==> config.mk <==
export PLATFORM = sky130hd
export DESIGN_NAME = pickup_delivery_insertion_scan
export DESIGN_NICKNAME = d
export VERILOG_FILES = /design/src/rtl/pdins_pkg.sv /design/src/rtl/pickup_delivery_insertion_scan.sv
export VERILOG_INCLUDE_DIRS = /design/src /design/src/rtl
export SDC_FILE = /design/constraint.sdc
export NUM_CORES = 1
export LEC_CHECK = 0
export BUFFER_PORTS_ARGS = -buffer_cell sky130_fd_sc_hd__buf_4
export CORE_UTILIZATION = 34
export DETAILED_ROUTE_END_ITERATION = 8
export PLACE_DENSITY = 0.57
export SYNTH_ARGS = -nofsm -noshare
export SYNTH_HDL_FRONTEND = slang
export SYNTH_SLANG_ARGS = --single-unit
==> constraint.sdc <==
create_clock -name clk -period 11.48 [get_ports clk]
set_input_delay 0.574 -clock clk [delete_from_list [all_inputs] [get_ports clk]]
set_output_delay 0.574 -clock clk [all_outputs]
set_load 0.005 [all_outputs]
==> src/rtl/assert_macros.svh <==
// Assertion macros used by the RTL scan module.
`ifndef ASSERT_MACROS_SVH
`define ASSERT_MACROS_SVH

// Same-cycle implication, checked at every clock edge outside reset.
`define CHK_IMPL(LBL, ANTE, CONS) \
  LBL: assert property (@(posedge clk) disable iff (!rst_n) (ANTE) |-> (CONS)) \
    else $error("same-cycle check failed");

// Next-cycle implication, checked at every clock edge outside reset.
`define CHK_NEXT(LBL, ANTE, CONS) \
  LBL: assert property (@(posedge clk) disable iff (!rst_n) (ANTE) |=> (CONS)) \
    else $error("next-cycle check failed");

`endif

==> src/rtl/pdins_pkg.sv <==
// Package for the pickup/delivery insertion scan: widths, constants, types.
`timescale 1ns / 1ps

package pdins_pkg;

  localparam int COST_W     = 24;  // 16.8 unsigned arc cost
  localparam int LOAD_W     = 16;
  localparam int DEM_W      = 15;
  localparam int CH_W       = 27;  // signed cost change, three arcs minus one
  localparam int SUM_W      = 28;  // sum of two change minima
  localparam int BEST_W     = 31;
  localparam int POS_W      = 8;   // emitted position width
  localparam int ADDR_W     = 4;
  localparam int DATA_W     = 32;
  localparam int ROUTE_MAX_DEF = 256;

  localparam logic signed [BEST_W-1:0] NO_INSERT_COST = BEST_W'(999999999);
  localparam logic [DEM_W-1:0] CAPACITY_RST = {DEM_W{1'b1}};

  typedef enum logic [1:0] {
    REG_PICKUP_DEMAND    = 2'd0,
    REG_VEHICLE_CAPACITY = 2'd1,
    REG_PD_COST          = 2'd2,
    REG_UNUSED           = 2'd3
  } reg_idx_t;

  typedef struct packed {
    logic [COST_W-1:0]        old_arc;
    logic [COST_W-1:0]        p_in;
    logic [COST_W-1:0]        p_out;
    logic [COST_W-1:0]        d_in;
    logic [COST_W-1:0]        d_out;
    logic signed [LOAD_W-1:0] load;
    logic                     last;
  } item_t;

endpackage

==> src/rtl/pickup_delivery_insertion_scan.sv <==
// Pickup/delivery insertion scan: top level with input stage, scan state and result register.
//
// Takes one route position per item, one item every clock cycle, and returns one result
// on the item marked last_position. An accepted item sits in the input register, where
// a single combinational pass forms the pickup, delivery and together cost changes,
// updates the segment minima and closes the segment; the result register then presents
// the outcome, so out_valid rises once the last item has passed from the input register
// into the result register. That single pass sets the rate of one item per cycle; a
// stalled result holds an item marked last and those behind it; other items keep flowing.
// Configuration sits at byte addresses 0, 4 and 8 and must be written while idle.
`timescale 1ns / 1ps
`include "assert_macros.svh"

module pickup_delivery_insertion_scan
  import pdins_pkg::*;
#(
  parameter int ROUTE_MAX = ROUTE_MAX_DEF
) (
  input  logic                     clk,
  input  logic                     rst_n,
  // configuration
  input  logic                     psel,
  input  logic                     penable,
  input  logic                     pwrite,
  input  logic [ADDR_W-1:0]        paddr,
  input  logic [DATA_W-1:0]        pwdata,
  output logic [DATA_W-1:0]        prdata,
  output logic                     pready,
  // position items
  input  logic                     in_valid,
  output logic                     in_ready,
  input  logic [COST_W-1:0]        in_cost_prev_to_next,
  input  logic [COST_W-1:0]        in_cost_prev_to_pickup,
  input  logic [COST_W-1:0]        in_cost_pickup_to_next,
  input  logic [COST_W-1:0]        in_cost_prev_to_delivery,
  input  logic [COST_W-1:0]        in_cost_delivery_to_next,
  input  logic signed [LOAD_W-1:0] in_load_at_position,
  input  logic                     in_last_position,
  // results
  output logic                     out_valid,
  input  logic                     out_ready,
  output logic [POS_W-1:0]         out_pickup_position,
  output logic [POS_W-1:0]         out_delivery_position,
  output logic signed [BEST_W-1:0] out_best_cost
);

  localparam int CNT_W = $clog2(ROUTE_MAX);
  localparam logic [CNT_W-1:0] CNT_LAST  = CNT_W'(ROUTE_MAX - 1);
  localparam logic [CNT_W-1:0] CNT_FIRST = CNT_W'(1);

  // configuration registers
  logic [DEM_W-1:0]  demand_r;
  logic [DEM_W-1:0]  capacity_r;
  logic [COST_W-1:0] pd_cost_r;
  reg_idx_t          reg_idx;
  logic              cfg_wr;

  assign pready  = 1'b1;
  assign reg_idx = reg_idx_t'(paddr[3:2]);
  assign cfg_wr  = psel && penable && pwrite && pready;

  always_ff @(posedge clk) begin
    if (!rst_n) begin
      demand_r   <= '0;
      capacity_r <= CAPACITY_RST;
      pd_cost_r  <= '0;
    end else if (cfg_wr) begin
      unique case (reg_idx)
        REG_PICKUP_DEMAND:    demand_r   <= pwdata[DEM_W-1:0];
        REG_VEHICLE_CAPACITY: capacity_r <= pwdata[DEM_W-1:0];
        REG_PD_COST:          pd_cost_r  <= pwdata[COST_W-1:0];
        default: ;
      endcase
    end
  end

  always_comb begin
    unique case (reg_idx)
      REG_PICKUP_DEMAND:    prdata = DATA_W'(demand_r);
      REG_VEHICLE_CAPACITY: prdata = DATA_W'(capacity_r);
      REG_PD_COST:          prdata = DATA_W'(pd_cost_r);
      default:              prdata = '0;
    endcase
  end

  // input stage
  item_t stage_r;
  logic  stage_valid_r, stage_valid_nxt;
  logic  advance, in_acc;
  logic  out_valid_r, out_valid_nxt;

  // an item with no result never waits on the output side
  assign advance  = stage_valid_r && (!stage_r.last || !out_valid_r || out_ready);
  assign in_ready = !stage_valid_r || advance;
  assign in_acc   = in_valid && in_ready;

  always_comb begin
    stage_valid_nxt = stage_valid_r;
    if (in_acc)       stage_valid_nxt = 1'b1;
    else if (advance) stage_valid_nxt = 1'b0;
  end

  always_ff @(posedge clk) begin
    if (!rst_n) stage_valid_r <= 1'b0;
    else        stage_valid_r <= stage_valid_nxt;
  end

  always_ff @(posedge clk) begin
    if (in_acc) begin
      stage_r.old_arc <= in_cost_prev_to_next;
      stage_r.p_in    <= in_cost_prev_to_pickup;
      stage_r.p_out   <= in_cost_pickup_to_next;
      stage_r.d_in    <= in_cost_prev_to_delivery;
      stage_r.d_out   <= in_cost_delivery_to_next;
      stage_r.load    <= in_load_at_position;
      stage_r.last    <= in_last_position;
    end
  end

  // scan state
  logic [CNT_W-1:0]         pos_cnt_r, pos_cnt_nxt;
  logic                     seg_open_r, seg_open_nxt;
  logic signed [CH_W-1:0]   minp_r, minp_nxt, mind_r, mind_nxt, mint_r, mint_nxt;
  logic [POS_W-1:0]         posp_r, posp_nxt, posd_r, posd_nxt, post_r, post_nxt;
  logic signed [BEST_W-1:0] best_so_far_r, best_so_far_nxt;
  logic [POS_W-1:0]         bestp_r, bestp_nxt, bestd_r, bestd_nxt;

  logic signed [CH_W-1:0]   pc, dc, tc;
  logic [POS_W+CNT_W-1:0]   pos_ext;
  logic [POS_W-1:0]         pos8;
  logic signed [DEM_W+1:0]  load_sum, cap_ext;
  logic                     close_seg;
  logic signed [SUM_W-1:0]  pair_sum;
  logic signed [SUM_W-1:0]  mint_ext28;
  logic signed [BEST_W-1:0] mint_ext, sum_ext;
  logic signed [BEST_W-1:0] res_best;
  logic [POS_W-1:0]         res_p, res_d;

  assign pos_ext = {{POS_W{1'b0}}, pos_cnt_r};
  assign pos8    = pos_ext[POS_W-1:0];

  assign pc = $signed(CH_W'(stage_r.p_in) + CH_W'(stage_r.p_out) - CH_W'(stage_r.old_arc));
  assign dc = $signed(CH_W'(stage_r.d_in) + CH_W'(stage_r.d_out) - CH_W'(stage_r.old_arc));
  assign tc = $signed(CH_W'(stage_r.p_in) + CH_W'(pd_cost_r) + CH_W'(stage_r.d_out)
                      - CH_W'(stage_r.old_arc));

  assign load_sum  = $signed({stage_r.load[LOAD_W-1], stage_r.load})
                   + $signed({2'b00, demand_r});
  assign cap_ext   = $signed({2'b00, capacity_r});
  assign close_seg = (load_sum > cap_ext) || stage_r.last;

  always_comb begin
    minp_nxt = minp_r;
    mind_nxt = mind_r;
    mint_nxt = mint_r;
    posp_nxt = posp_r;
    posd_nxt = posd_r;
    post_nxt = post_r;
    res_best = best_so_far_r;
    res_p    = bestp_r;
    res_d    = bestd_r;

    if (!seg_open_r) begin
      minp_nxt = pc;
      mind_nxt = dc;
      mint_nxt = tc;
      posp_nxt = pos8;
      posd_nxt = pos8;
      post_nxt = pos8;
    end else begin
      // both below their minima: neither moves
      if (pc >= minp_r || dc >= mind_r) begin
        if (pc < minp_r) begin
          minp_nxt = pc;
          posp_nxt = pos8;
          mind_nxt = dc;
          posd_nxt = pos8;
        end else if (dc < mind_r) begin
          mind_nxt = dc;
          posd_nxt = pos8;
        end
      end
      if (tc < mint_r) begin
        mint_nxt = tc;
        post_nxt = pos8;
      end
    end

    // segment minima including this item
    pair_sum   = $signed({minp_nxt[CH_W-1], minp_nxt})
               + $signed({mind_nxt[CH_W-1], mind_nxt});
    mint_ext28 = $signed({mint_nxt[CH_W-1], mint_nxt});
    mint_ext   = $signed({{(BEST_W-CH_W){mint_nxt[CH_W-1]}}, mint_nxt});
    sum_ext    = $signed({{(BEST_W-SUM_W){pair_sum[SUM_W-1]}}, pair_sum});

    if (close_seg) begin
      if (minp_nxt == mind_nxt || pair_sum > mint_ext28) begin
        if (best_so_far_r >= mint_ext) begin
          res_best = mint_ext;
          res_p    = post_nxt;
          res_d    = post_nxt;
        end
      end else if (best_so_far_r >= sum_ext) begin
        res_best = sum_ext;
        res_p    = posp_nxt;
        res_d    = posd_nxt;
      end
    end

    seg_open_nxt    = !close_seg;
    pos_cnt_nxt     = (pos_cnt_r == CNT_LAST) ? '0 : pos_cnt_r + CNT_W'(1);
    best_so_far_nxt = res_best;
    bestp_nxt       = res_p;
    bestd_nxt       = res_d;

    // end of route: scan state back to its reset values
    if (stage_r.last) begin
      pos_cnt_nxt     = CNT_FIRST;
      seg_open_nxt    = 1'b0;
      minp_nxt        = '0;
      mind_nxt        = '0;
      mint_nxt        = '0;
      posp_nxt        = '0;
      posd_nxt        = '0;
      post_nxt        = '0;
      best_so_far_nxt = NO_INSERT_COST;
      bestp_nxt       = '0;
      bestd_nxt       = '0;
    end
  end

  always_ff @(posedge clk) begin
    if (!rst_n) begin
      pos_cnt_r     <= CNT_FIRST;
      seg_open_r    <= 1'b0;
      minp_r        <= '0;
      mind_r        <= '0;
      mint_r        <= '0;
      posp_r        <= '0;
      posd_r        <= '0;
      post_r        <= '0;
      best_so_far_r <= NO_INSERT_COST;
      bestp_r       <= '0;
      bestd_r       <= '0;
    end else if (advance) begin
      pos_cnt_r     <= pos_cnt_nxt;
      seg_open_r    <= seg_open_nxt;
      minp_r        <= minp_nxt;
      mind_r        <= mind_nxt;
      mint_r        <= mint_nxt;
      posp_r        <= posp_nxt;
      posd_r        <= posd_nxt;
      post_r        <= post_nxt;
      best_so_far_r <= best_so_far_nxt;
      bestp_r       <= bestp_nxt;
      bestd_r       <= bestd_nxt;
    end
  end

  // result register
  logic [POS_W-1:0]         out_p_r, out_d_r;
  logic signed [BEST_W-1:0] out_best_r;
  logic                     load_out;

  assign load_out = advance && stage_r.last;

  always_comb begin
    out_valid_nxt = out_valid_r;
    if (load_out)       out_valid_nxt = 1'b1;
    else if (out_ready) out_valid_nxt = 1'b0;
  end

  always_ff @(posedge clk) begin
    if (!rst_n) out_valid_r <= 1'b0;
    else        out_valid_r <= out_valid_nxt;
  end

  always_ff @(posedge clk) begin
    if (load_out) begin
      out_p_r    <= res_p;
      out_d_r    <= res_d;
      out_best_r <= res_best;
    end
  end

  assign out_valid             = out_valid_r;
  assign out_pickup_position   = out_p_r;
  assign out_delivery_position = out_d_r;
  assign out_best_cost         = out_best_r;

  // a result never overwrites one that is still waiting
  `CHK_IMPL(a_no_result_overwrite, load_out, !out_valid_r || out_ready)
  // the scan restarts cleanly after the route's last position
  `CHK_NEXT(a_clear_after_last, load_out,
            !seg_open_r && best_so_far_r == NO_INSERT_COST && pos_cnt_r == CNT_FIRST)
  // within a route the best cost only improves
  `CHK_NEXT(a_best_monotone, advance && !stage_r.last, best_so_far_r <= $past(best_so_far_r))

endmodule
==> impl_metrics.tcl, run 1 <==
set metrics [dict create \
    die-area_um2 87600 \
    powerDensity_nw_per_um2 289 \
    fmax_mhz 88.3 \
    num_antenna_cells 0 \
    wl_um 90800 \
    crit_path_max_incr_delay_ps 590 \
    fin_skew_ps 35.5 \
    rows 107 \
    clockRootBuffer "clkbuf_16" \
    antenna_found_initial 0 \
    cts_hold_buf 0 \
    yosysUniqueCellTypes 86 \
    cts_tree "built" \
    ios 262 \
    numCtsBuffers 49 \
    nNetsFinal 4351 \
    r2r_cells 52 \
    final-hold-violation-count 0 \
    ys_seq_elements 401 \
    synthCells 3202 \
    period_needed_ps 11320 \
    finalCritPeriodShare_pct 98.6 \
    grt_first_pass_wirelength_um 139000 \
    yosysWarnings 0 \
    startpoint_type "register" \
    critical_path_class "reg2reg" \
    cap_violations 0 \
    slowest_stage "fa_1" \
    worst-path-max-fanout 8 \
    clockBufferDepth 3 \
    start_util_pct 34.4 \
    hold_path_end "stage_r[8]" \
    drt-initial-drc-count 1476 \
    arrival_ps 11760 \
    cts.sink_count 401 \
    dpl.hpwl_um 71300 \
    seq_area_frac_synth_pct 33.6 \
    grt_max_degree 83 \
    via_per_inst 5.04 \
    rsz0062_at_grt "true" \
    ant_nets 0 \
    worst_pin_slew_ps 1250 \
    post_drt_wl_per_cell_um 18.3 \
    final_area_um2 37900 \
    grt_usage_pct 20.4 \
    power_mw 11.0 \
    portBuffers 242 \
    synth_area_um2 29400 \
    worstSetupStartpoint "stage_r[114]" \
    gp_congestion 0.947 \
    ys.flop_type "dfxtp_1" \
    grt_pass1_vias 24500 \
    cp-end-kind "register" \
    irDropWorstVdd_v 0.000177 \
    firstDrtPassIters 6 \
    cp.required_ps 11910 \
    timing.hold.ws_ps 131 \
    die_h_um 296 \
    synth_enable_flop_cells 184 \
    relSlewSlack_pct 16.0 \
    syn2layout_area_growth_pct 29.0 \
    path_clk_slew_ps 60 \
    hold_start "in_load_at_position[7]" \
    async_flop_share_pct 0 \
    globalRouteOverflowTotal 0 \
    place_area_um2 35000 \
    nFillCells 8472 \
    r2r_end "out_best_cost[16]" \
    coreArea_um2 85400 \
    power_leakage_nw 16.7 \
    worstSkewPairLatency_ps 620 \
    min_path_cells 1 \
    cpMostUsedCell "buf_6" \
    syn-mean-instance-area_um2 9.18 \
    r2r_start "stage_r[114]" \
    rrSetupSlack_ps 160 \
    yosysTopAreaCell "edfxtp_1" \
    regArea_um2 9870 \
    drive_gt1_share_pct 25.0 \
    netlist.area_leader.share_pct 18.8 \
    hp-class "in2reg" \
    via_count 25000 \
    setup_viol 0 \
    htreeDepth 2 \
    outcome "complete, no violations" \
    drc 0 \
    slew_viol_final 0 \
    multi_input_area_um2 18400 \
    synthTopCellsByArea "edfxtp_1 19%, dfxtp_1 15%, ha_1 13%" \
    die_x_um 296 \
    fin_tns_setup_ps 0 \
]
worst max path at each step:
stage / slack [ps] / endpoint / depth (start not counted)
after floorplan: 80 / best_so_far_r[14] / 51
after global placement: -420 / out_best_cost[12] / 54
after detailed placement: -590 / out_best_cost[16] / 52
after CTS: 5 / out_best_cost[12] / 58
after global routing: -210 / out_best_cost[16] / 52
final: 160 / out_best_cost[16] / 52
through the flow:
step                      cells  setup slack (ps)  utilization (%)
after floorplan            3209              77.6                -
after global placement     4837              -422             40.9
after detailed placement   4837              -589             40.9
after CTS                  4930              5.23             42.9
after global routing       4960              -205             44.4
final                      4960               157             44.4
cells in the final DEF (no fill, tap or decap), types with 20 or more instances in the layout:
cell,netlist,layout
buf_4,11,625
inv_1,444,437
ha_1,297,279
nand2_1,259,257
dfxtp_1,217,217
edfxtp_1,184,184
a21oi_1,189,156
nor2_1,143,137
o21ai_0,140,123
nor2b_1,111,108
fa_1,98,96
a22oi_1,78,76
a21o_1,72,71
xnor2_1,68,63
clkbuf_16,0,50
mux2i_1,54,48
a21boi_0,43,43
o211ai_1,39,39
mux2_2,43,39
and2_1,41,38
xor2_1,35,35
nand3_1,38,34
o21a_1,34,33
o22ai_1,39,32
nand4_1,30,30
a21oi_2,0,30
nor3_1,31,25
a22o_1,25,25
nand2b_1,22,22
o21bai_1,20,20
layer usage:
| metal | vias up | part of all wire (%) | GRT usage, % |
|---|---|---|---|
| met3 | 120 | 4.6 | 2.45 |
| met4 | 0 | 2.7 | 5.52 |
| li1 | 12500 | - | - |
| met5 | - | 0 | 0 |
| met2 | 556 | 48 | 34.9 |
| met1 | 11900 | 45 | 27.0 |
final cells by class:
cell class | count | share of cell area, %
Clock buffer | 69 | 3.59
Clock inverter | 22 | 0.531
Inverter | 444 | 4.40
Multi-Input combinational cell | 2231 | 48.4
Sequential cell | 401 | 26.0
Tap cell | 1144 | 3.78
Timing Repair Buffer | 649 | 13.2
critical path, delay by kind of cell, from the launching register on:
family | cells | cell delay (ps)
XOR/XNOR | 1 | 170
adder cells (fa/ha/maj) | 5 | 1560
flip-flops | 1 | 450
AND/OR/NAND/NOR | 11 | 1620
buffers and inverters | 9 | 1190
multiplexers | 1 | 310
AO/OA/AOI/OAI | 25 | 5830
where the power goes:
part / total, mW / switching (mW) / internal, mW
logic: 7.67 / 4.08 / 3.59
registers: 1.77 / 0.0883 / 1.69
clock network: 1.53 / 0.656 / 0.877
cell families after synthesis:
logic type | share of synthesized area, %
AND/OR/NAND/NOR | 12.5
XOR/XNOR | 3.07
buffers and inverters | 7.63
other | 0.0256
multiplexers | 3.49
flip-flops | 33.6
AO/OA/AOI/OAI | 20.3
adder cells (fa/ha/maj) | 19.4
Yosys cell counts, types with 41 or more instances:
| cell | instances |
|---|---|
| dfxtp_1 | 217 |
| edfxtp_1 | 184 |
| a22oi_1 | 78 |
| a21boi_0 | 43 |
| fa_1 | 98 |
| o21ai_0 | 140 |
| a21o_1 | 72 |
| nor2b_1 | 111 |
| mux2_2 | 43 |
| mux2i_1 | 54 |
| ha_1 | 297 |
| nand2_1 | 259 |
| and2_1 | 41 |
| nor2_1 | 143 |
| inv_1 | 444 |
| xnor2_1 | 68 |
| clkbuf_1 | 92 |
| a21oi_1 | 189 |
state kept, by name, summed over array words and instances, names as in the netlist, 15 cells and up:
| name | flops |
|---|---|
| mind_r | 27 |
| pd_cost_r | 24 |
| stage_r | 137 |
| best_so_far_r | 31 |
| out_best_cost | 31 |
| mint_r | 27 |
| minp_r | 27 |
| demand_r | 15 |
| capacity_r | 15 |
what timing repair did:
item	4_1_cts	5_1_grt
endpoints found under the setup margin	94	94
resized for setup	31	196
pin swaps	2	86
setup buffers	2	29
cloned	0	2
No activity file was read; power rests on OpenSTA's default activity.
==> inputs of run 2 (changes only) <==
- CELL_PAD_IN_SITES_DETAIL_PLACEMENT: not set -> 0
- CELL_PAD_IN_SITES_GLOBAL_PLACEMENT: not set -> 2
- PLACE_DENSITY: 0.57 -> 0.78
- clock period: 11.48 -> 12.3 ns (I/O delays scaled with it)
==> run 2 against run 1 <==
Effect of this change: worst setup slack better by 480 ps; routed wire length fell by 1.5%; register-to-register slack improved by 480 ps; cell area is 4.5% lower; utilization is 2.0 points lower; clock-buffer cell count is 8 lower; first-iteration DRC count is 11% lower; via count fell by 4.2%; total power decreased by 12%; combinational power is 16% lower; largest power group unchanged; highest routed layer unchanged.
==> impl_metrics.tcl, run 2 (synthesized netlist as in run 1, its figures left out) <==
set metrics [dict create \
    outcome "complete, no violations" \
    power_frac_seq_pct 17.2 \
    slew_viol_final 0 \
    r2r_end "out_best_cost[3]" \
    cpMostUsedCell "buf_4" \
    regMostFlops "stage_r" \
    die_h_um 296 \
    firstDrtPassIters 5 \
    final-hold-violation-count 0 \
    irDropWorstVdd_v 0.000179 \
    cap_violations 0 \
    htreeDepth 2 \
    hold_start "in_load_at_position[12]" \
    drive_gt1_share_pct 19.6 \
    clock_power_share_pct 16.2 \
    die_x_um 296 \
    via_per_inst 4.96 \
    wl_um 89400 \
    grt_max_degree 83 \
    coreArea_um2 85400 \
    slowest_stage "fa_1" \
    hp-class "in2reg" \
    cts_hold_buf 0 \
    rows 107 \
    period_needed_ps 11670 \
    portBuffers 242 \
    worstSkewPairLatency_ps 640 \
    hold_path_end "stage_r[13]" \
    antenna_found_initial 1 \
    start_util_pct 34.4 \
    min_path_cells 1 \
    final_common_cell "buf_4" \
    r2r_start "stage_r[18]" \
    drc 0 \
    place_area_um2 34200 \
    clockBufferDepth 3 \
    layout_common_cells "515 x buf_4, 443 x inv_1, 296 x ha_1" \
    path_clk_slew_ps 60 \
    grt_pass1_vias 23600 \
    p_sw_share_pct 44.1 \
    rsz0062_at_grt "false" \
    drt-initial-drc-count 1310 \
    crit_path_max_incr_delay_ps 530 \
    ios 262 \
    relSlewSlack_pct 25.5 \
    nNetsFinal 4222 \
    fmax_mhz 85.7 \
    power_leakage_nw 15.9 \
    finalCritPeriodShare_pct 94.8 \
    p_int_mw 5.38 \
    ant_nets 0 \
    arrival_ps 12110 \
    gp_congestion 0.859 \
    die-area_um2 87600 \
    clockRootBuffer "clkbuf_16" \
    cp.required_ps 12740 \
    startpoint_type "register" \
    powerDensity_nw_per_um2 266 \
    fin_skew_ps 46.4 \
    dpl.hpwl_um 71200 \
    grt_usage_pct 20.4 \
    r2r_cells 53 \
    largest_reg_flops 137 \
    grt_first_pass_wirelength_um 137000 \
    critical_path_class "reg2reg" \
    rrSetupSlack_ps 630 \
    cts.sink_count 401 \
    globalRouteOverflowTotal 0 \
    combPwrFrac_pct 66.6 \
    cts_tree "built" \
    via_count 24000 \
    fin_tns_setup_ps 0 \
    syn2layout_area_growth_pct 23.2 \
    worst_pin_slew_ps 1110 \
    p_sw_mw 4.24 \
    final_area_um2 36200 \
    post_drt_wl_per_cell_um 18.5 \
    worst-path-max-fanout 8 \
    cp-end-kind "register" \
    numCtsBuffers 51 \
    setup_viol 0 \
]
run 2: changes by cell type in the layout (fill, tap and decap cells not counted), moves of 7 or more:
cell,before,now
buf_4,625,515
a21oi_1,156,181
a21oi_2,30,7
buf_6,17,0
ha_1,279,296
ha_4,14,0
clkinvlp_4,2,11
o21ai_0,123,132
a211oi_1,18,25
run 2: worst max-delay path: cells and delay by family, from the launching register on:
family                     cells  cell delay (ps)
DFF                            1              330
buffers and inverters         10             1420
adders and majority gates      5             1850
muxes                          1              370
AOI/OAI and AO/OA             25             5060
and+or+nand+nor               11             2330
xor gates and xnor gates       1              100
run 2: worst max-delay path by stage:
| stage | end | from | depth (start not counted) |
|---|---|---|---|
| after global placement | out_best_cost[14] | stage_r[114] | 58 |
| after global routing | best_so_far_r[14] | stage_r[114] | 58 |
| after floorplan | best_so_far_r[14] | stage_r[114] | 51 |
| after CTS | best_so_far_r[14] | stage_r[91] | 56 |
| final | out_best_cost[3] | stage_r[18] | 53 |
| after detailed placement | best_so_far_r[14] | stage_r[114] | 54 |
run 2: power by group through the flow:
| stage | Clock (mW) | Combinational, mW | Sequential [mW] |
|---|---|---|---|
| final | 1.56 | 6.41 | 1.65 |
| after global routing | 1.66 | 7.12 | 1.67 |
| after CTS | 1.61 | 6.29 | 1.65 |
| after detailed placement | 0 | 6.25 | 1.68 |
| after global placement | 0 | 6.23 | 1.68 |
| after floorplan | 0 | 3.69 | 1.66 |
run 2: final cells by class:
type / instances / area [um^2]
fillers: 8715 / 49200
multi-input cells: 2231 / 17600
flip-flops and latches: 401 / 9870
repair buffers: 518 / 3920
inverters: 444 / 1670
well taps: 1144 / 1430
clock buffers: 61 / 1330
clock inverters: 35 / 405
diodes: 1 / 2.50
run 2: timing repair:
action                     4_1_cts  5_1_grt
pin swaps                        0        9
setup endpoints to repair        1       94
hold endpoints to repair         0        0
buffers inserted                 0        5
resized for setup                2       50
run 2: through the flow:
step	instances	setup slack (ps)	utilization, %	hold WS, ps	power [mW]
floorplan	3209	659	-	442	5.36
global placement	4733	142	40.0	451	7.91
detailed placement	4733	22.7	40.0	461	7.93
CTS	4829	8.78	42.1	107	9.55
global route	4834	8.70	42.4	117	10.4
finish	4835	634	42.4	151	9.62
run 2: metal layers:
layer / track usage [%] / vias up / part of all wire (%)
met4: 4.80 / 0 / 1.9
met1: 27.7 / 11200 / 47
li1: - / 12200 / -
met3: 2.59 / 87 / 4.0
met2: 34.3 / 443 / 47
met5: 0 / - / 0
